## config.mk

```make
export PLATFORM = sky130hd
export DESIGN_NAME = i2c_bitbang_master
export DESIGN_NICKNAME = d
export VERILOG_FILES = /design/src/sv/i2cbb_pkg.sv /design/src/sv/i2cbb_txbuf.sv /design/src/sv/i2cbb_fsm.sv /design/src/sv/i2c_bitbang_master.sv
export SDC_FILE = /design/constraint.sdc
export NUM_CORES = 1
export LEC_CHECK = 0
export BUFFER_PORTS_ARGS = -buffer_cell sky130_fd_sc_hd__buf_2
export CAP_MARGIN = 10
export CORE_MARGIN = 2
export CORE_UTILIZATION = 60
export CTS_BUF_LIST = sky130_fd_sc_hd__clkbuf_2 sky130_fd_sc_hd__clkbuf_4 sky130_fd_sc_hd__clkbuf_8
export DETAILED_ROUTE_END_ITERATION = 10
export PLACE_DENSITY = 0.75
export REMOVE_ABC_BUFFERS = 1
export SYNTH_ARGS = -nofsm -noshare
export SYNTH_HDL_FRONTEND = slang
export SYNTH_SLANG_ARGS = --single-unit
```

## constraint.sdc

```tcl
create_clock -name clock -period 3.81 [get_ports clock]
set_input_delay 0.1905 -clock clock [delete_from_list [all_inputs] [get_ports clock]]
set_output_delay 0.1905 -clock clock [all_outputs]
set_load 0.05 [all_outputs]
```

## src/sv/i2cbb_pkg.sv

```systemverilog
`timescale 1ns / 1ps
// Shared types and constants for the bit-banged I2C master.
// No dependencies; used by i2cbb_fsm and the top level.
package i2cbb_pkg;

   localparam int BUF_DEPTH_DEF = 16;
   localparam int ACK_HOLD_DEF  = 5;
   localparam int ACK_CHECK_DEF = 10;
   localparam int BYTE_BITS     = 8;

   // Item kinds carried on req_tuser.
   localparam logic [2:0] OP_TICK  = 3'd0;
   localparam logic [2:0] OP_LOAD  = 3'd1;
   localparam logic [2:0] OP_WRITE = 3'd2;
   localparam logic [2:0] OP_READ  = 3'd3;
   localparam logic [2:0] OP_WR_RD = 3'd4;

   typedef struct packed {
      logic [2:0] op;
      logic [6:0] slave_addr;
      logic [4:0] byte_count;
      logic [4:0] prefix_count;
      logic [3:0] load_index;
      logic [7:0] load_data;
      logic       sda_in;
   } item_type;

   typedef struct packed {
      logic       scl_level;
      logic       sda_level;
      logic       sda_drive;
      logic       busy_res;
      logic       rx_valid;
      logic [7:0] rx_byte;
      logic [3:0] rx_index;
      logic       done_res;
      logic       failed;
   } result_type;

endpackage

```

## src/sv/i2cbb_txbuf.sv

```systemverilog
`timescale 1ns / 1ps
// Transmit byte store: one write port, one asynchronous read port.
// Depends on nothing but its parameter.
module i2cbb_txbuf #(
   parameter int BUF_DEPTH = 16,
   localparam int AW = (BUF_DEPTH > 1) ? $clog2(BUF_DEPTH) : 1
) (
   input  logic          clock,
   input  logic          wr_en,
   input  logic [AW-1:0] wr_addr,
   input  logic [7:0]    wr_data,
   input  logic [AW-1:0] rd_addr,
   output logic [7:0]    rd_data
);

   logic [7:0] store_ff [BUF_DEPTH];

   always_ff @(posedge clock) begin
      if (wr_en) begin
         store_ff[wr_addr] <= wr_data;
      end
   end

   assign rd_data = store_ff[rd_addr];

endmodule

```

## src/sv/i2cbb_fsm.sv

```systemverilog
`timescale 1ns / 1ps
// Bus phase sequencer: applies one item to the registered bus state.
// Uses i2cbb_pkg types and op codes; reads the transmit store.
module i2cbb_fsm #(
   parameter int BUF_DEPTH       = 16,
   parameter int ACK_HOLD_TICKS  = 5,
   parameter int ACK_CHECK_TICKS = 10,
   localparam int AW = (BUF_DEPTH > 1) ? $clog2(BUF_DEPTH) : 1
) (
   input  logic                  clock,
   input  logic                  reset,
   input  logic                  step_en,
   input  i2cbb_pkg::item_type   item,
   input  logic [7:0]            tx_rd_data,
   output logic [AW-1:0]         tx_rd_addr,
   output i2cbb_pkg::result_type res
);

   localparam logic [3:0] PH_RESTART = 4'd0;
   localparam logic [3:0] PH_IDLE    = 4'd1;
   localparam logic [3:0] PH_START   = 4'd2;
   localparam logic [3:0] PH_STOP    = 4'd3;
   localparam logic [3:0] PH_RPT     = 4'd4;
   localparam logic [3:0] PH_SACK    = 4'd5;
   localparam logic [3:0] PH_SNACK   = 4'd6;
   localparam logic [3:0] PH_TX      = 4'd7;
   localparam logic [3:0] PH_RX      = 4'd8;
   localparam logic [3:0] PH_WAIT    = 4'd9;
   localparam logic [3:0] PH_GACK    = 4'd10;

   localparam logic [3:0] HOLD_N  = 4'(ACK_HOLD_TICKS);
   localparam logic [3:0] CHECK_N = 4'(ACK_CHECK_TICKS);
   localparam logic [3:0] BITS_N  = 4'(i2cbb_pkg::BYTE_BITS);

   logic [3:0] phase_ff, phase_in, ret_ff, ret_in, wait_ff, wait_in;
   logic [1:0] sub_ff, sub_in;
   logic [7:0] tx_shift_ff, tx_shift_in, rx_shift_ff, rx_shift_in;
   logic [7:0] addr_byte_ff, addr_byte_in;
   logic [3:0] bit_cnt_ff, bit_cnt_in, bit_inc;
   logic [4:0] tx_pos_ff, tx_pos_in, rx_pos_ff, rx_pos_in, rx_pos_inc;
   logic [4:0] phase_cnt_ff, phase_cnt_in, second_cnt_ff, second_cnt_in;
   logic       reading_ff, reading_in, rpt_pend_ff, rpt_pend_in, nack_ff, nack_in;
   logic       scl_ff, scl_in, sda_ff, sda_in_r, drv_ff, drv_in;
   logic       rx_v, done_p, fail_p;
   logic [7:0] rx_b;
   logic [3:0] rx_i;
   logic       idle;

   assign tx_rd_addr = AW'(32'(tx_pos_ff) % BUF_DEPTH);
   assign idle       = (phase_ff == PH_RESTART) || (phase_ff == PH_IDLE);
   assign bit_inc    = bit_cnt_ff + 4'd1;
   assign rx_pos_inc = rx_pos_ff + 5'd1;

   always_comb begin
      phase_in      = phase_ff;
      ret_in        = ret_ff;
      wait_in       = wait_ff;
      sub_in        = sub_ff;
      tx_shift_in   = tx_shift_ff;
      rx_shift_in   = rx_shift_ff;
      addr_byte_in  = addr_byte_ff;
      bit_cnt_in    = bit_cnt_ff;
      tx_pos_in     = tx_pos_ff;
      rx_pos_in     = rx_pos_ff;
      phase_cnt_in  = phase_cnt_ff;
      second_cnt_in = second_cnt_ff;
      reading_in    = reading_ff;
      rpt_pend_in   = rpt_pend_ff;
      nack_in       = nack_ff;
      scl_in        = scl_ff;
      sda_in_r      = sda_ff;
      drv_in        = drv_ff;
      rx_v          = 1'b0;
      rx_b          = 8'd0;
      rx_i          = 4'd0;
      done_p        = 1'b0;
      fail_p        = 1'b0;

      if ((item.op == i2cbb_pkg::OP_WRITE || item.op == i2cbb_pkg::OP_READ ||
           item.op == i2cbb_pkg::OP_WR_RD) && idle) begin
         // clear the per-transfer state, then arm the command
         rx_shift_in = 8'd0;
         rx_pos_in   = 5'd0;
         tx_pos_in   = 5'd0;
         bit_cnt_in  = 4'd0;
         rpt_pend_in = 1'b0;
         nack_in     = 1'b0;
         sub_in      = 2'd0;
         phase_in    = PH_START;
         if (item.op == i2cbb_pkg::OP_WRITE) begin
            reading_in   = 1'b0;
            phase_cnt_in = item.byte_count;
            tx_shift_in  = {item.slave_addr, 1'b0};
         end else if (item.op == i2cbb_pkg::OP_READ) begin
            reading_in   = 1'b1;
            phase_cnt_in = item.byte_count;
            tx_shift_in  = {item.slave_addr, 1'b1};
         end else begin
            rpt_pend_in   = 1'b1;
            reading_in    = 1'b0;
            addr_byte_in  = {item.slave_addr, 1'b0};
            tx_shift_in   = {item.slave_addr, 1'b0};
            phase_cnt_in  = item.prefix_count;
            second_cnt_in = item.byte_count;
         end
      end else if (item.op == i2cbb_pkg::OP_TICK) begin
         unique case (phase_ff)
            PH_START: begin
               drv_in  = 1'b1;
               phase_in = PH_WAIT;
               wait_in  = 4'd1;
               if (sub_ff == 2'd0) begin
                  sda_in_r = 1'b1; scl_in = 1'b1; sub_in = 2'd1; ret_in = PH_START;
               end else if (sub_ff == 2'd1) begin
                  sda_in_r = 1'b0; sub_in = 2'd2; ret_in = PH_START;
               end else begin
                  scl_in = 1'b0; sub_in = 2'd0; ret_in = PH_TX;
               end
            end
            PH_STOP: begin
               drv_in = 1'b1;
               if (sub_ff == 2'd0) begin
                  sda_in_r = 1'b0; scl_in = 1'b0; sub_in = 2'd1;
                  ret_in = PH_STOP; wait_in = 4'd1; phase_in = PH_WAIT;
               end else if (sub_ff == 2'd1) begin
                  scl_in = 1'b1; sub_in = 2'd2;
                  ret_in = PH_STOP; wait_in = 4'd1; phase_in = PH_WAIT;
               end else begin
                  sda_in_r = 1'b1; sub_in = 2'd0; phase_in = PH_RESTART;
                  done_p = 1'b1; fail_p = nack_ff;
               end
            end
            PH_RPT: begin
               rpt_pend_in  = 1'b0;
               reading_in   = 1'b1;
               phase_cnt_in = second_cnt_ff;
               tx_shift_in  = addr_byte_ff | 8'd1;
               rx_pos_in    = 5'd0;
               tx_pos_in    = 5'd0;
               bit_cnt_in   = 4'd0;
               sub_in       = 2'd0;
               phase_in     = PH_START;
            end
            PH_SACK: begin
               drv_in   = 1'b1;
               phase_in = PH_WAIT;
               wait_in  = HOLD_N;
               if (sub_ff == 2'd0) begin
                  sda_in_r = 1'b0; scl_in = 1'b1; sub_in = 2'd1; ret_in = PH_SACK;
               end else begin
                  scl_in = 1'b0; sda_in_r = 1'b1; sub_in = 2'd0; ret_in = PH_RX;
               end
            end
            PH_SNACK: begin
               drv_in   = 1'b1;
               phase_in = PH_WAIT;
               wait_in  = 4'd1;
               if (sub_ff == 2'd0) begin
                  sda_in_r = 1'b1; scl_in = 1'b1; sub_in = 2'd1; ret_in = PH_SNACK;
               end else begin
                  scl_in = 1'b0; sda_in_r = 1'b0; sub_in = 2'd0; ret_in = PH_STOP;
               end
            end
            PH_TX: begin
               drv_in   = 1'b1;
               phase_in = PH_WAIT;
               wait_in  = 4'd1;
               if (sub_ff == 2'd0) begin
                  if (bit_cnt_ff >= BITS_N) begin
                     bit_cnt_in = 4'd0; ret_in = PH_GACK;
                  end else begin
                     sda_in_r    = tx_shift_ff[7];
                     tx_shift_in = {tx_shift_ff[6:0], 1'b0};
                     bit_cnt_in  = bit_inc;
                     sub_in      = 2'd1;
                     scl_in      = 1'b1;
                     ret_in      = PH_TX;
                  end
               end else begin
                  scl_in = 1'b0; sub_in = 2'd0; ret_in = PH_TX;
               end
            end
            PH_RX: begin
               drv_in = 1'b0;
               if (sub_ff == 2'd0) begin
                  scl_in = 1'b1; sub_in = 2'd1;
                  ret_in = PH_RX; wait_in = 4'd1; phase_in = PH_WAIT;
               end else begin
                  scl_in      = 1'b0;
                  rx_shift_in = {rx_shift_ff[6:0], item.sda_in};
                  bit_cnt_in  = bit_inc;
                  sub_in      = 2'd0;
                  if (bit_inc >= BITS_N) begin
                     rx_v       = 1'b1;
                     rx_b       = {rx_shift_ff[6:0], item.sda_in};
                     rx_i       = rx_pos_ff[3:0];
                     rx_pos_in  = rx_pos_inc;
                     bit_cnt_in = 4'd0;
                     ret_in     = (rx_pos_inc >= phase_cnt_ff) ? PH_SNACK : PH_SACK;
                     wait_in    = 4'd1;
                     phase_in   = PH_WAIT;
                  end
               end
            end
            PH_WAIT: begin
               if (wait_ff <= 4'd1) begin
                  wait_in  = 4'd0;
                  phase_in = ret_ff;
               end else begin
                  wait_in = wait_ff - 4'd1;
               end
            end
            PH_GACK: begin
               drv_in   = 1'b0;
               phase_in = PH_WAIT;
               if (sub_ff == 2'd0) begin
                  scl_in = 1'b1; sub_in = 2'd1; ret_in = PH_GACK; wait_in = 4'd1;
               end else begin
                  scl_in  = 1'b0;
                  sub_in  = 2'd0;
                  wait_in = CHECK_N;
                  if (!item.sda_in) begin
                     drv_in = 1'b1;
                     if (!reading_ff) begin
                        if (tx_pos_ff >= phase_cnt_ff) begin
                           ret_in = rpt_pend_ff ? PH_RPT : PH_STOP;
                        end else begin
                           tx_shift_in = tx_rd_data;
                           tx_pos_in   = tx_pos_ff + 5'd1;
                           ret_in      = PH_TX;
                        end
                     end else begin
                        bit_cnt_in = 4'd0;
                        ret_in     = PH_RX;
                     end
                  end else begin
                     ret_in  = PH_STOP;
                     nack_in = 1'b1;
                  end
               end
            end
            PH_RESTART: begin
               rx_shift_in = 8'd0;
               rx_pos_in   = 5'd0;
               tx_pos_in   = 5'd0;
               bit_cnt_in  = 4'd0;
               rpt_pend_in = 1'b0;
               nack_in     = 1'b0;
               sub_in      = 2'd0;
               phase_in    = PH_IDLE;
            end
            PH_IDLE: begin
            end
            default: begin
               phase_in = PH_RESTART;
            end
         endcase
      end
   end

   always_comb begin
      res.scl_level = scl_in;
      res.sda_level = sda_in_r;
      res.sda_drive = drv_in;
      res.busy_res  = (phase_in != PH_RESTART) && (phase_in != PH_IDLE);
      res.rx_valid  = rx_v;
      res.rx_byte   = rx_b;
      res.rx_index  = rx_i;
      res.done_res  = done_p;
      res.failed    = fail_p;
   end

   always_ff @(posedge clock) begin
      if (reset) begin
         phase_ff      <= PH_RESTART;
         ret_ff        <= 4'd0;
         wait_ff       <= 4'd0;
         sub_ff        <= 2'd0;
         tx_shift_ff   <= 8'd0;
         rx_shift_ff   <= 8'd0;
         addr_byte_ff  <= 8'd0;
         bit_cnt_ff    <= 4'd0;
         tx_pos_ff     <= 5'd0;
         rx_pos_ff     <= 5'd0;
         phase_cnt_ff  <= 5'd0;
         second_cnt_ff <= 5'd0;
         reading_ff    <= 1'b0;
         rpt_pend_ff   <= 1'b0;
         nack_ff       <= 1'b0;
         scl_ff        <= 1'b1;
         sda_ff        <= 1'b1;
         drv_ff        <= 1'b0;
      end else if (step_en) begin
         phase_ff      <= phase_in;
         ret_ff        <= ret_in;
         wait_ff       <= wait_in;
         sub_ff        <= sub_in;
         tx_shift_ff   <= tx_shift_in;
         rx_shift_ff   <= rx_shift_in;
         addr_byte_ff  <= addr_byte_in;
         bit_cnt_ff    <= bit_cnt_in;
         tx_pos_ff     <= tx_pos_in;
         rx_pos_ff     <= rx_pos_in;
         phase_cnt_ff  <= phase_cnt_in;
         second_cnt_ff <= second_cnt_in;
         reading_ff    <= reading_in;
         rpt_pend_ff   <= rpt_pend_in;
         nack_ff       <= nack_in;
         scl_ff        <= scl_in;
         sda_ff        <= sda_in_r;
         drv_ff        <= drv_in;
      end
   end

   // a failure is only ever reported together with completion
   a_fail_with_done: assert property (@(posedge clock) disable iff (reset)
      res.failed |-> res.done_res)
      else $error("failed raised without done");

   // a received byte is taken with SDA released and never on the stop beat
   a_rx_released: assert property (@(posedge clock) disable iff (reset)
      res.rx_valid |-> (!res.sda_drive && !res.done_res && res.busy_res))
      else $error("rx byte with SDA driven or on stop");

   // the delay phase always has ticks left to count
   a_wait_nonzero: assert property (@(posedge clock) disable iff (reset)
      (phase_ff == PH_WAIT) |-> (wait_ff != 4'd0))
      else $error("wait phase with empty tick count");

endmodule

```

## src/sv/i2c_bitbang_master.sv

```systemverilog
`timescale 1ns / 1ps
// Top level of the bit-banged I2C master: stream ports, input and result registers.
// Depends on i2cbb_pkg, i2cbb_txbuf and i2cbb_fsm.
//
// Each request beat carries one item: a tick that advances the sequencer by one step, a load of a
// byte into the transmit store, or a start command (write, read, write then repeated-start
// read). Every request beat yields exactly one response beat giving the pin levels, busy, any
// received byte, and a done/failed pulse when the stop completes. Start commands are ignored
// while a transfer is running. The block takes one beat per clock when the response side keeps
// up; a beat passes through the input register and the phase logic into the result register
// before its response appears. A stalled response holds the pipeline: the input register
// refills only as the result register drains.
module i2c_bitbang_master #(
   parameter int BUF_DEPTH       = i2cbb_pkg::BUF_DEPTH_DEF,
   parameter int ACK_HOLD_TICKS  = i2cbb_pkg::ACK_HOLD_DEF,
   parameter int ACK_CHECK_TICKS = i2cbb_pkg::ACK_CHECK_DEF
) (
   input  logic        clock,
   input  logic        reset,
   input  logic        req_tvalid,
   output logic        req_tready,
   // tdata from bit 0: slave_addr[6:0], byte_count[11:7], prefix_count[16:12],
   // load_index[20:17], load_data[28:21], sda_in[29], zero fill[31:30]
   input  logic [31:0] req_tdata,
   // tuser: op[2:0]
   input  logic [2:0]  req_tuser,
   output logic        rsp_tvalid,
   input  logic        rsp_tready,
   // tdata from bit 0: scl_level[0], sda_level[1], sda_drive[2], busy_res[3], rx_valid[4],
   // rx_byte[12:5], rx_index[16:13], done_res[17], failed[18], zero fill[23:19]
   output logic [23:0] rsp_tdata
);

   localparam int AW = (BUF_DEPTH > 1) ? $clog2(BUF_DEPTH) : 1;

   logic                  in_valid_ff;
   i2cbb_pkg::item_type   in_item_ff, req_item;
   logic                  out_valid_ff;
   i2cbb_pkg::result_type out_res_ff, step_res;
   logic                  advance;
   logic [AW-1:0]         tx_rd_addr, tx_wr_addr;
   logic [7:0]            tx_rd_data;

   // unpack the request beat
   always_comb begin
      req_item.op           = req_tuser;
      req_item.slave_addr   = req_tdata[6:0];
      req_item.byte_count   = req_tdata[11:7];
      req_item.prefix_count = req_tdata[16:12];
      req_item.load_index   = req_tdata[20:17];
      req_item.load_data    = req_tdata[28:21];
      req_item.sda_in       = req_tdata[29];
   end

   // advance the held item whenever the result register is free or draining
   assign advance    = in_valid_ff && (!out_valid_ff || rsp_tready);
   assign req_tready = !in_valid_ff || advance;

   always_ff @(posedge clock) begin
      if (reset) begin
         in_valid_ff <= 1'b0;
      end else if (req_tvalid && req_tready) begin
         in_valid_ff <= 1'b1;
      end else if (advance) begin
         in_valid_ff <= 1'b0;
      end
   end

   always_ff @(posedge clock) begin
      if (req_tvalid && req_tready) begin
         in_item_ff <= req_item;
      end
   end

   assign tx_wr_addr = AW'(32'(in_item_ff.load_index) % BUF_DEPTH);

   i2cbb_txbuf #(
      .BUF_DEPTH (BUF_DEPTH)
   ) u_txbuf (
      .clock   (clock),
      .wr_en   (advance && (in_item_ff.op == i2cbb_pkg::OP_LOAD)),
      .wr_addr (tx_wr_addr),
      .wr_data (in_item_ff.load_data),
      .rd_addr (tx_rd_addr),
      .rd_data (tx_rd_data)
   );

   i2cbb_fsm #(
      .BUF_DEPTH       (BUF_DEPTH),
      .ACK_HOLD_TICKS  (ACK_HOLD_TICKS),
      .ACK_CHECK_TICKS (ACK_CHECK_TICKS)
   ) u_fsm (
      .clock      (clock),
      .reset      (reset),
      .step_en    (advance),
      .item       (in_item_ff),
      .tx_rd_data (tx_rd_data),
      .tx_rd_addr (tx_rd_addr),
      .res        (step_res)
   );

   // result register: load on advance, drop once taken
   always_ff @(posedge clock) begin
      if (reset) begin
         out_valid_ff <= 1'b0;
      end else if (advance) begin
         out_valid_ff <= 1'b1;
      end else if (rsp_tready) begin
         out_valid_ff <= 1'b0;
      end
   end

   always_ff @(posedge clock) begin
      if (advance) begin
         out_res_ff <= step_res;
      end
   end

   assign rsp_tvalid = out_valid_ff;
   assign rsp_tdata  = {5'd0, out_res_ff.failed, out_res_ff.done_res, out_res_ff.rx_index,
                        out_res_ff.rx_byte, out_res_ff.rx_valid, out_res_ff.busy_res,
                        out_res_ff.sda_drive, out_res_ff.sda_level, out_res_ff.scl_level};

endmodule
```

==> flow_metrics.tcl, run 1 <==
set metrics [dict create \
    grt_start_max_net_pins 54 \
    antenna_cells 0 \
    die_area_um2 19100 \
    vdd_ir_drop_max_uv 429 \
    busiest_layer "met2" \
    clock_latency_ns 0.57 \
    grt_overflow 0 \
    crit_type "register to register" \
    critPathBufInv 0 \
    rrSetupSlack_ns 0.78 \
    design_area_um2 12600 \
    synth_cell_type_count 69 \
    layout.nets 1002 \
    p_seq_share_pct 53.8 \
    synthFlopType "edfxtp_1" \
    die_h_um 138 \
    rsz0062_at_grt "false" \
    critPathMaxFanout 24 \
    hold_buffers 35 \
    htreeDepth 2 \
    outcome "finished clean" \
    clkSlewWorstSetupHoldPaths_ns 0.06 \
    end_kind "register" \
    worstPathCellList "or3_1 -> a21oi_4 -> o21ai_1 -> a311oi_1 -> mux2i_1 -> nor2_1" \
    min_path_type "input port to register" \
    max_slew_margin_pct 33.4 \
    initial_core_util_pct 60.6 \
    p_per_area_nw_per_um2 450 \
    dpl-instance-area_um2 11400 \
    r2r-end "u_fsm.sub_ff[1]" \
    core_um2 17800 \
    worst_slew_pin_slew_ns 0.998 \
    ant_nets 0 \
    grt_pass1_vias 7375 \
    routabilityCongestion 0.940 \
    cts_tree "done" \
    clockPowerShare_pct 40.1 \
    switching_share_pct 23.6 \
    required_ns 4.21 \
    post-route-period-util_pct 79.6 \
    synth_area_um2 10800 \
    skew_ns 0.0350 \
    num_vias 7464 \
    drv_slew 0 \
    grt_util_all_layers_pct 26.1 \
    pwr-share-comb_pct 6.0 \
    grt_pass1_wl_um 39200 \
    crit_family "compound AO/OA/AOI/OAI gates" \
    worstPathArrival_ns 3.43 \
    cts_made_buffers 40 \
    ys_top_cells_by_area "edfxtp_1, dfxtp_1, mux4_2, nor2_1, mux2i_1" \
    r2r_start "u_fsm.phase_ff[2]" \
    finalNonFillerCells 1208 \
    io_pins 65 \
    cts_setup_buffers 0 \
    maxCapViolCount 0 \
    drt_iter0_drc 680 \
    synthCells 830 \
    routed_wl_um 25200 \
    cp_slowest_cell "or3_1" \
    hold_depth 3 \
    avgSynthCellArea_um2 13.0 \
    synth_edf_count 180 \
    seq_area_frac_synth_pct 63.3 \
    final_util_pct 70.4 \
    p_int_mw 4.32 \
    min_from "reset" \
    grt_antenna_before_repair 0 \
    setup_tns_ns 0 \
    async_flop_share_pct 0 \
    gr-usage-met1_pct 36.4 \
    cts_resized 0 \
    synth_top_area_share_pct 50.0 \
    drt_pass1_iterations 5 \
    min_to "u_fsm.sda_ff" \
    maxClockFrequency_mhz 330 \
    cts.sinks 252 \
    rows 49 \
    clock_path_buffers 3 \
    use_met2_pct 41.4 \
    p_switching_mw 1.33 \
    placed_cells 1099 \
    hold_violations 0 \
    dp_hpwl_um 16000 \
    synth_top_area_cell "edfxtp_1" \
    fp.dieW_um 138 \
    numPortBuffers 57 \
    finalCriticalPeriod_ns 3.03 \
    root_buffer "clkbuf_8" \
    grt_use_met3_pct 5.75 \
    setup_viol 0 \
    drc 0 \
    critPathMaxStageDelay_ns 0.58 \
    areaGrowthSynthToFinish_pct 16.2 \
    avgViaCountPerCell 6.18 \
    final_layout_size_suffix_gt1_share_pct 21.0 \
    p_leak_nw 4.41 \
    r2r_cells 6 \
    startpoint_type "register" \
    yosysWarnings 0 \
    wl_per_cell_um 20.8 \
    postSynthRegisterBits 252 \
]
-- power groups by stage --
stage | Clock [mW] | Sequential [mW] | Combinational, mW
2_1_floorplan | 0 | 3.12 | 0.170
3_3_place_gp | 0 | 3.09 | 0.302
3_5_place_dp | 0 | 3.10 | 0.307
4_1_cts | 2.29 | 3.04 | 0.335
5_1_grt | 2.42 | 3.05 | 0.366
6_report | 2.27 | 3.04 | 0.341
-- worst max-delay path by stage --
stage                 startpoint              endpoint  slack (ns)  cells past startpoint
3_3_place_gp   u_fsm.phase_ff[2]       u_fsm.sub_ff[0]        1.03                      6
5_1_grt        u_fsm.phase_ff[2]       u_fsm.sub_ff[1]        0.62                      6
2_1_floorplan  u_fsm.phase_ff[1]  u_fsm.tx_shift_ff[1]        0.55                      6
6_report       u_fsm.phase_ff[2]       u_fsm.sub_ff[1]        0.78                      6
4_1_cts        u_fsm.phase_ff[2]       u_fsm.sub_ff[1]        0.87                      6
3_5_place_dp   u_fsm.phase_ff[2]       u_fsm.sub_ff[1]        0.90                      6
-- Yosys cell counts, drive strengths merged (2+ instances only) --
master  number
ha          16
or3b         2
mux2i       29
nand2b      10
nor2        82
nor3        21
or2          3
o21bai       3
a22o         2
nand2       44
dfxtp       72
o21ai       37
edfxtp     180
mux4        32
a211oi      10
a21oi       58
a22oi       15
o31ai        3
nand3b       3
mux2         3
o221a        7
inv         17
a32oi        2
or4          3
and2        14
a41oi        3
a21o         8
o211ai       7
buf         17
clkbuf      37
xnor2        5
a221oi       8
nor2b        8
a31oi        4
nand4        9
nand3       18
or3          7
a311oi       2
and3         6
-- cell families (layout without fill, tap and decap cells) --
logic type | Yosys count | in the layout | synth area share, %
adders and majority gates | 17 | 17 | 1.94
buffers and inverters | 71 | 216 | 2.76
DFF | 252 | 252 | 63.3
AOI/OAI and AO/OA | 180 | 180 | 11.0
xor gates and xnor gates | 6 | 6 | 0.486
and+or+nand+nor | 239 | 239 | 10.8
muxes | 64 | 64 | 9.66
other | 1 | 5 | 0.0347
-- sequential cells by signal, summed over array words and instances, names as in the netlist, 2 cells and up, named ones only --
register / cells
in_item_ff: 33
rsp_tdata: 19
u_fsm.addr_byte_ff: 7
u_fsm.bit_cnt_ff: 4
u_fsm.phase_cnt_ff: 5
u_fsm.phase_ff: 4
u_fsm.ret_ff: 4
u_fsm.rx_pos_ff: 5
u_fsm.rx_shift_ff: 7
u_fsm.second_cnt_ff: 5
u_fsm.sub_ff: 2
u_fsm.tx_pos_ff: 5
u_fsm.tx_shift_ff: 8
u_fsm.wait_ff: 4
u_txbuf.store_ff: 128
-- worst register-to-register path: cells and delay by family, from the launching register on --
family          cells  cell delay [ns]
flops               1             0.55
compound gates      3             1.39
mux                 1             0.29
simple gates        2             0.66
-- cell type report --
cell class	instances	area (µm²)
Fill cell	1205	5280
Tap cell	229	287
Clock buffer	53	654
Clock inverter	21	143
Timing Repair Buffer	125	883
Inverter	17	63.8
Sequential cell	252	6850
Multi-Input combinational cell	511	3690
-- stage by stage --
stage	power (mW)	hold slack, ns	worst slack [ns]
floorplan	3.29	0.260	0.551
CTS	5.67	0.205	0.871
finish	5.66	0.210	0.779
global route	5.84	0.228	0.619
detailed placement	3.41	0.369	0.901
global placement	3.40	0.367	1.03
-- layout by cell type, fill, tap and decap left out, types with 4 or more instances in the layout --
cell           synthesis  layout
nand2_1               44      44
nor2b_1                8       8
o21ai_0               35      35
inv_1                 17      17
clkinv_2               0       8
ha_1                  16      16
clkinv_1               0       9
nor2_1                82      82
a22oi_1               15      15
a221oi_1               8       8
a21o_1                 8       8
a211oi_1               9       9
a21oi_1               56      56
or3_1                  7       7
buf_2                 11      57
xnor2_1                5       5
nor3_1                21      21
nand2b_1              10      10
dfxtp_1               72      71
and2_1                14      14
o211ai_1               7       7
buf_4                  5      33
edfxtp_1             180     180
nand3_1               18      18
nand4_1                9       9
mux2i_1               29      29
and3_1                 6       6
clkbuf_4               0      12
mux4_2                32      32
clkbuf_8               0      41
a31oi_1                4       4
dlygate4sd3_1          0      35
o221a_2                7       7
conb_1                 1       5
-- per-layer routing --
layer / up-vias / part of all wire [%]
li1: 3403 / -
met3: 54 / 7.6
met4: 0 / 2.5
met2: 351 / 48
met5: - / 0
met1: 3656 / 42
Power figures use the tool's default switching activity.
==> run 2: changes to the inputs <==
==> constraint.sdc (replaced) <==
create_clock -name clock -period 2.8 [get_ports clock]
set_input_delay 0.14 -clock clock [delete_from_list [all_inputs] [get_ports clock]]
set_output_delay 0.14 -clock clock [all_outputs]
set_load 0.05 [all_outputs]
==> run 2 against run 1 <==
Effect of this change:
- worst setup slack got worse by 0.44 ns
- first-iteration DRC count grew 4.4%
- routed wire length grew 0.51%
- clock-buffer cell count increased by 1
- sequential power increased by 36%
- clock power is 50% higher
- clock skew down 0.0084 ns
- via count increased by 1.9%
- fmax rose by 23%
- flip-flop and latch count is the same
- highest routed layer unchanged
- die area did not move
- register-to-register slack got worse by 0.44 ns
==> flow_metrics.tcl, run 2 (synthesized netlist as in run 1, its figures left out) <==
set metrics [dict create \
    outcome "finished clean" \
    grt_pass1_vias 7514 \
    drt_pass1_iterations 5 \
    required_ns 3.22 \
    crit_type "register to register" \
    clock_latency_ns 0.56 \
    drv_slew 0 \
    max_slew_margin_pct 53.9 \
    grt_antenna_before_repair 0 \
    critPathMaxStageDelay_ns 0.46 \
    htreeDepth 2 \
    worst_slew_pin_slew_ns 0.686 \
    routabilityCongestion 0.938 \
    end_kind "register" \
    final_layout_size_suffix_gt1_share_pct 22.8 \
    rows 49 \
    routed_wl_um 25300 \
    rsz0062_at_grt "false" \
    clock_path_buffers 3 \
    p_per_area_nw_per_um2 626 \
    cts.sinks 252 \
    hold_violations 0 \
    cts_tree "done" \
    grt_pass1_wl_um 39800 \
    post-route-period-util_pct 87.9 \
    grt_overflow 0 \
    layout.nets 1022 \
    final_cell_mix "edfxtp_1, nor2_1, dfxtp_1" \
    antenna_cells 0 \
    ant_nets 0 \
    num_vias 7604 \
    crit_family "simple AND/OR/NAND/NOR gates" \
    io_pins 65 \
    finalCriticalPeriod_ns 2.46 \
    fin_ws_ns 0.339 \
    fp.dieW_um 138 \
    setup_tns_ns 0 \
    startpoint_type "register" \
    setup_viol 0 \
    core_um2 17800 \
    initial_core_util_pct 60.6 \
    avgViaCountPerCell 6.19 \
    die_area_um2 19100 \
    dp_hpwl_um 16000 \
    vdd_ir_drop_max_uv 531 \
    maxClockFrequency_mhz 406 \
    drt_iter0_drc 710 \
    worstPathCellList "or3b_4 -> a21oi_4 -> buf_4 -> and3_1 -> buf_4 -> mux2i_1 -> nor2_1" \
    drc 0 \
    maxCapViolCount 0 \
    cts_made_buffers 41 \
    p_leak_nw 4.54 \
    skew_ns 0.0265 \
    design_area_um2 12800 \
    largest_reg_flops 128 \
    numPortBuffers 57 \
    critPathBufInv 2 \
    final_common_cell "edfxtp_1" \
    top_register "u_txbuf.store_ff" \
    critPathMaxFanout 12 \
    cts_resized 0 \
    place_ws_ns 0.401 \
    wl_per_cell_um 20.6 \
    areaGrowthSynthToFinish_pct 18.5 \
    final_util_pct 71.8 \
    dpl-instance-area_um2 11600 \
    worstPathArrival_ns 2.88 \
    clkSlewWorstSetupHoldPaths_ns 0.06 \
    path_common_cell "buf_4" \
    die_h_um 138 \
    grt_start_max_net_pins 45 \
    root_buffer "clkbuf_8" \
    min_path_type "input port to register" \
    grt_util_all_layers_pct 26.5 \
    cp_slowest_cell "edfxtp_1" \
]
run 2: changes by cell type in the layout (fill, tap and decap cells not counted), sizes merged:
cell / before / now
buf: 90 / 107
bufinv: 1 / 3
clkinv: 18 / 16
dlygate4sd3: 35 / 37
clkbuf: 53 / 54
clkinvlp: 0 / 1
run 2: repair_timing:
item	4_1_cts	5_1_grt
hold endpoints to repair	40	0
setup buffers	0	0
hold buffers	37	0
run 2: final timing paths:
check	start	endpoint	slack (ns)	cells past startpoint
hold / removal	req_tdata[15]	in_item_ff[16]	0.29	2
setup / recovery	in_item_ff[31]	u_fsm.second_cnt_ff[2]	0.34	7
hold reg to reg	u_fsm.drv_ff	u_fsm.drv_ff	0.47	2
setup reg to reg	in_item_ff[31]	u_fsm.second_cnt_ff[2]	0.34	7
run 2: cell type report:
cell class,instances,area [µm²]
Fill cell,1187,5020
Tap cell,229,287
Inverter,17,63.8
Clock inverter,22,201
Sequential cell,252,6850
Clock buffer,54,687
Timing Repair Buffer,144,1040
Multi-Input combinational cell,511,3690
run 2: layer usage:
layer | wire [µm] | global-route usage [%] | up-vias
li1 | - | - | 3453
met5 | 0 | 0 | -
met2 | 12300 | 42.9 | 353
met4 | 697 | 9.51 | 0
met1 | 10400 | 36.8 | 3736
met3 | 1870 | 4.75 | 62
run 2: stage by stage:
stage / hold WS [ns] / total power [mW] / instances
after detailed placement: 0.318 / 4.65 / 1116
after global placement: 0.316 / 4.64 / 1116
after CTS: 0.268 / 8.04 / 1229
after global routing: 0.276 / 8.28 / 1229
after floorplan: 0.209 / 4.47 / 780
final: 0.287 / 8.02 / 1229
run 2: where the power goes:
part           internal (mW)  leakage, nW  switching (mW)  total, mW
combinational          0.197         1.85           0.304      0.500
sequential              4.06         2.22          0.0695       4.13
clock                   1.91        0.470            1.49       3.40
total                   6.16         4.54            1.86       8.02
==> run 3: changes to the inputs <==
--- a/config.mk
+++ b/config.mk
@@ -5,6 +5,7 @@
 export SDC_FILE = /design/constraint.sdc
 export NUM_CORES = 1
 export LEC_CHECK = 0
+export ABC_AREA = 1
 export BUFFER_PORTS_ARGS = -buffer_cell sky130_fd_sc_hd__buf_2
 export CAP_MARGIN = 10
 export CORE_MARGIN = 2
==> run 3 against run 2 <==
Effect of this change:
- sequential share of layout area decreased by 0.76 points
- global-route usage increased by 0.11 points
- via count increased by 13%
- clock-buffer cell count increased by 9
- non-clock buffer count decreased by 28
- register-to-register slack improved by 0.23 ns
==> flow_metrics.tcl, run 3 <==
set metrics [dict create \
    outcome "finished clean" \
    num_vias 8560 \
    wl_per_cell_um 17.0 \
    fp.dieW_um 141 \
    worst_slew_pin_slew_ns 0.806 \
    place_ws_ns 0.628 \
    dp_hpwl_um 16500 \
    post-route-period-util_pct 79.7 \
    drt_iter0_drc 843 \
    p_switching_mw 2.00 \
    switching_share_pct 24.9 \
    p_per_area_nw_per_um2 617 \
    max_slew_margin_pct 46.0 \
    grt_pass1_wl_um 41600 \
    die_h_um 141 \
    yosysWarnings 0 \
    p_int_mw 6.02 \
    finalCriticalPeriod_ns 2.23 \
    final_cell_mix "nor2_1, nand2_1, edfxtp_1" \
    rows 50 \
    critPathMaxFanout 14 \
    die_area_um2 20000 \
    vdd_ir_drop_max_uv 440 \
    skew_ns 0.0165 \
    clkSlewWorstSetupHoldPaths_ns 0.06 \
    met3_length_um 1920 \
    synth_top_area_cell "edfxtp_1" \
    final_layout_size_suffix_gt1_share_pct 17.3 \
    cts_resized 0 \
    layout.nets 1334 \
    setup_tns_ns 0 \
    synth_area_um2 11300 \
    wl_met1_um 11500 \
    synth_most_common_cell "nor2_1" \
    yosys-top-cells-count "nor2_1, nand2_1, edfxtp_1" \
    rsz0062_at_grt "false" \
    fin_ws_ns 0.567 \
    seq_area_frac_synth_pct 60.5 \
    worstPathArrival_ns 2.69 \
    drv_slew 0 \
    maxCapViolCount 0 \
    ant_nets 0 \
    cts_setup_buffers 0 \
    hold_violations 0 \
    cts_made_buffers 41 \
    avgViaCountPerCell 5.55 \
    routabilityCongestion 0.941 \
    initial_core_util_pct 60.9 \
    synth_top_area_share_pct 47.8 \
    finalPower_mw 8.02 \
    clock_latency_ns 0.56 \
    maxClockFrequency_mhz 448 \
    grt_pass1_vias 8116 \
    setup_viol 0 \
    areaGrowthSynthToFinish_pct 15.0 \
    crit_type "register to register" \
    clock_path_buffers 3 \
    synth_cell_type_count 48 \
    cts_tree "done" \
    grt_start_max_net_pins 65 \
    numPortBuffers 57 \
    pwr-share-comb_pct 9.1 \
    drt_pass1_iterations 5 \
    grt_overflow 0 \
    synth_edf_count 180 \
    top_register "u_txbuf.store_ff" \
    largest_reg_flops 128 \
    startpoint_type "register" \
    cts.sinks 252 \
    avgSynthCellArea_um2 9.71 \
    grt_antenna_before_repair 0 \
    p_leak_nw 5.03 \
    postSynthRegisterBits 252 \
    top_layer "met4" \
    required_ns 3.26 \
    root_buffer "clkbuf_8" \
    wl_met2_um 12200 \
    min_path_type "input port to register" \
    core_um2 18600 \
    p_seq_share_pct 52.0 \
    async_flop_share_pct 0 \
    fillCellCount 1391 \
    drc 0 \
    htreeDepth 2 \
    grt_util_all_layers_pct 26.6 \
    routed_wl_um 26200 \
    hold_buffers 38 \
    ys_top_cells_by_area "edfxtp_1, dfxtp_1, nor2_1, nand2_1, o21ai_0" \
    clockPowerShare_pct 38.9 \
    io_pins 65 \
    synthFlopType "edfxtp_1" \
    final_common_cell "nor2_1" \
    synthCells 1165 \
    end_kind "register" \
    antenna_cells 0 \
]
run 3: cells by family after synthesis:
logic type	count (synthesis)	synth area share [%]
xor+xnor	9	0.697
other cells	1	0.0332
compound gates	228	11.0
buf+inv	133	5.10
fa+ha+maj	16	1.77
flops	252	60.5
simple gates	526	20.9
run 3: final timing paths:
kind	startpoint	depth (start not counted)	slack, ns	to
setup / recovery	u_fsm.phase_ff[1]	9	0.57	u_fsm.bit_cnt_ff[0]
hold / removal	req_tdata[6]	2	0.29	in_item_ff[29]
setup reg to reg	u_fsm.phase_ff[1]	9	0.57	u_fsm.bit_cnt_ff[0]
hold reg to reg	u_fsm.second_cnt_ff[2]	2	0.47	u_fsm.phase_cnt_ff[2]
run 3: routing by layer:
metal,vias up,global-route usage [%]
met1,3993,37.8
li1,4181,-
met3,54,4.66
met5,-,0
met2,332,42.5
met4,0,8.21
run 3: worst max-delay path: stages, from the launching register on:
cell,delay (ns)
dfxtp_1,0.59
nand2_1,0.31
nor2_4,0.44
nor2_1,0.10
nand3_1,0.10
nand3_1,0.09
nor2_2,0.20
inv_2,0.09
a21oi_1,0.13
nor2_1,0.06
run 3: power by group through the flow:
stage	sequential (mW)	combinational, mW	clock (mW)
2_1_floorplan	4.27	0.420	0
3_5_place_dp	4.24	0.677	0
3_3_place_gp	4.24	0.662	0
4_1_cts	4.17	0.721	3.16
5_1_grt	4.18	0.801	3.33
6_report	4.17	0.730	3.12
run 3: cell type report:
type                    count  area, µm²  share of cell area [%]
clock buffers              63        748                    5.75
clock inverters            10       53.8                   0.414
inverters                  84        323                    2.48
multi-input cells         784       3900                    30.0
flip-flops and latches    252       6850                    52.7
well taps                 234        293                    2.25
repair buffers            116        836                    6.43
run 3: stage by stage:
stage	hold WS, ns	util [%]	instance area (µm²)	std cells
2_1_floorplan	0.209	-	11100	1120
3_5_place_dp	0.318	63.6	11800	1432
5_1_grt	0.277	70.0	13000	1543
3_3_place_gp	0.316	63.6	11800	1432
4_1_cts	0.260	70.0	13000	1543
6_report	0.288	70.0	13000	1543
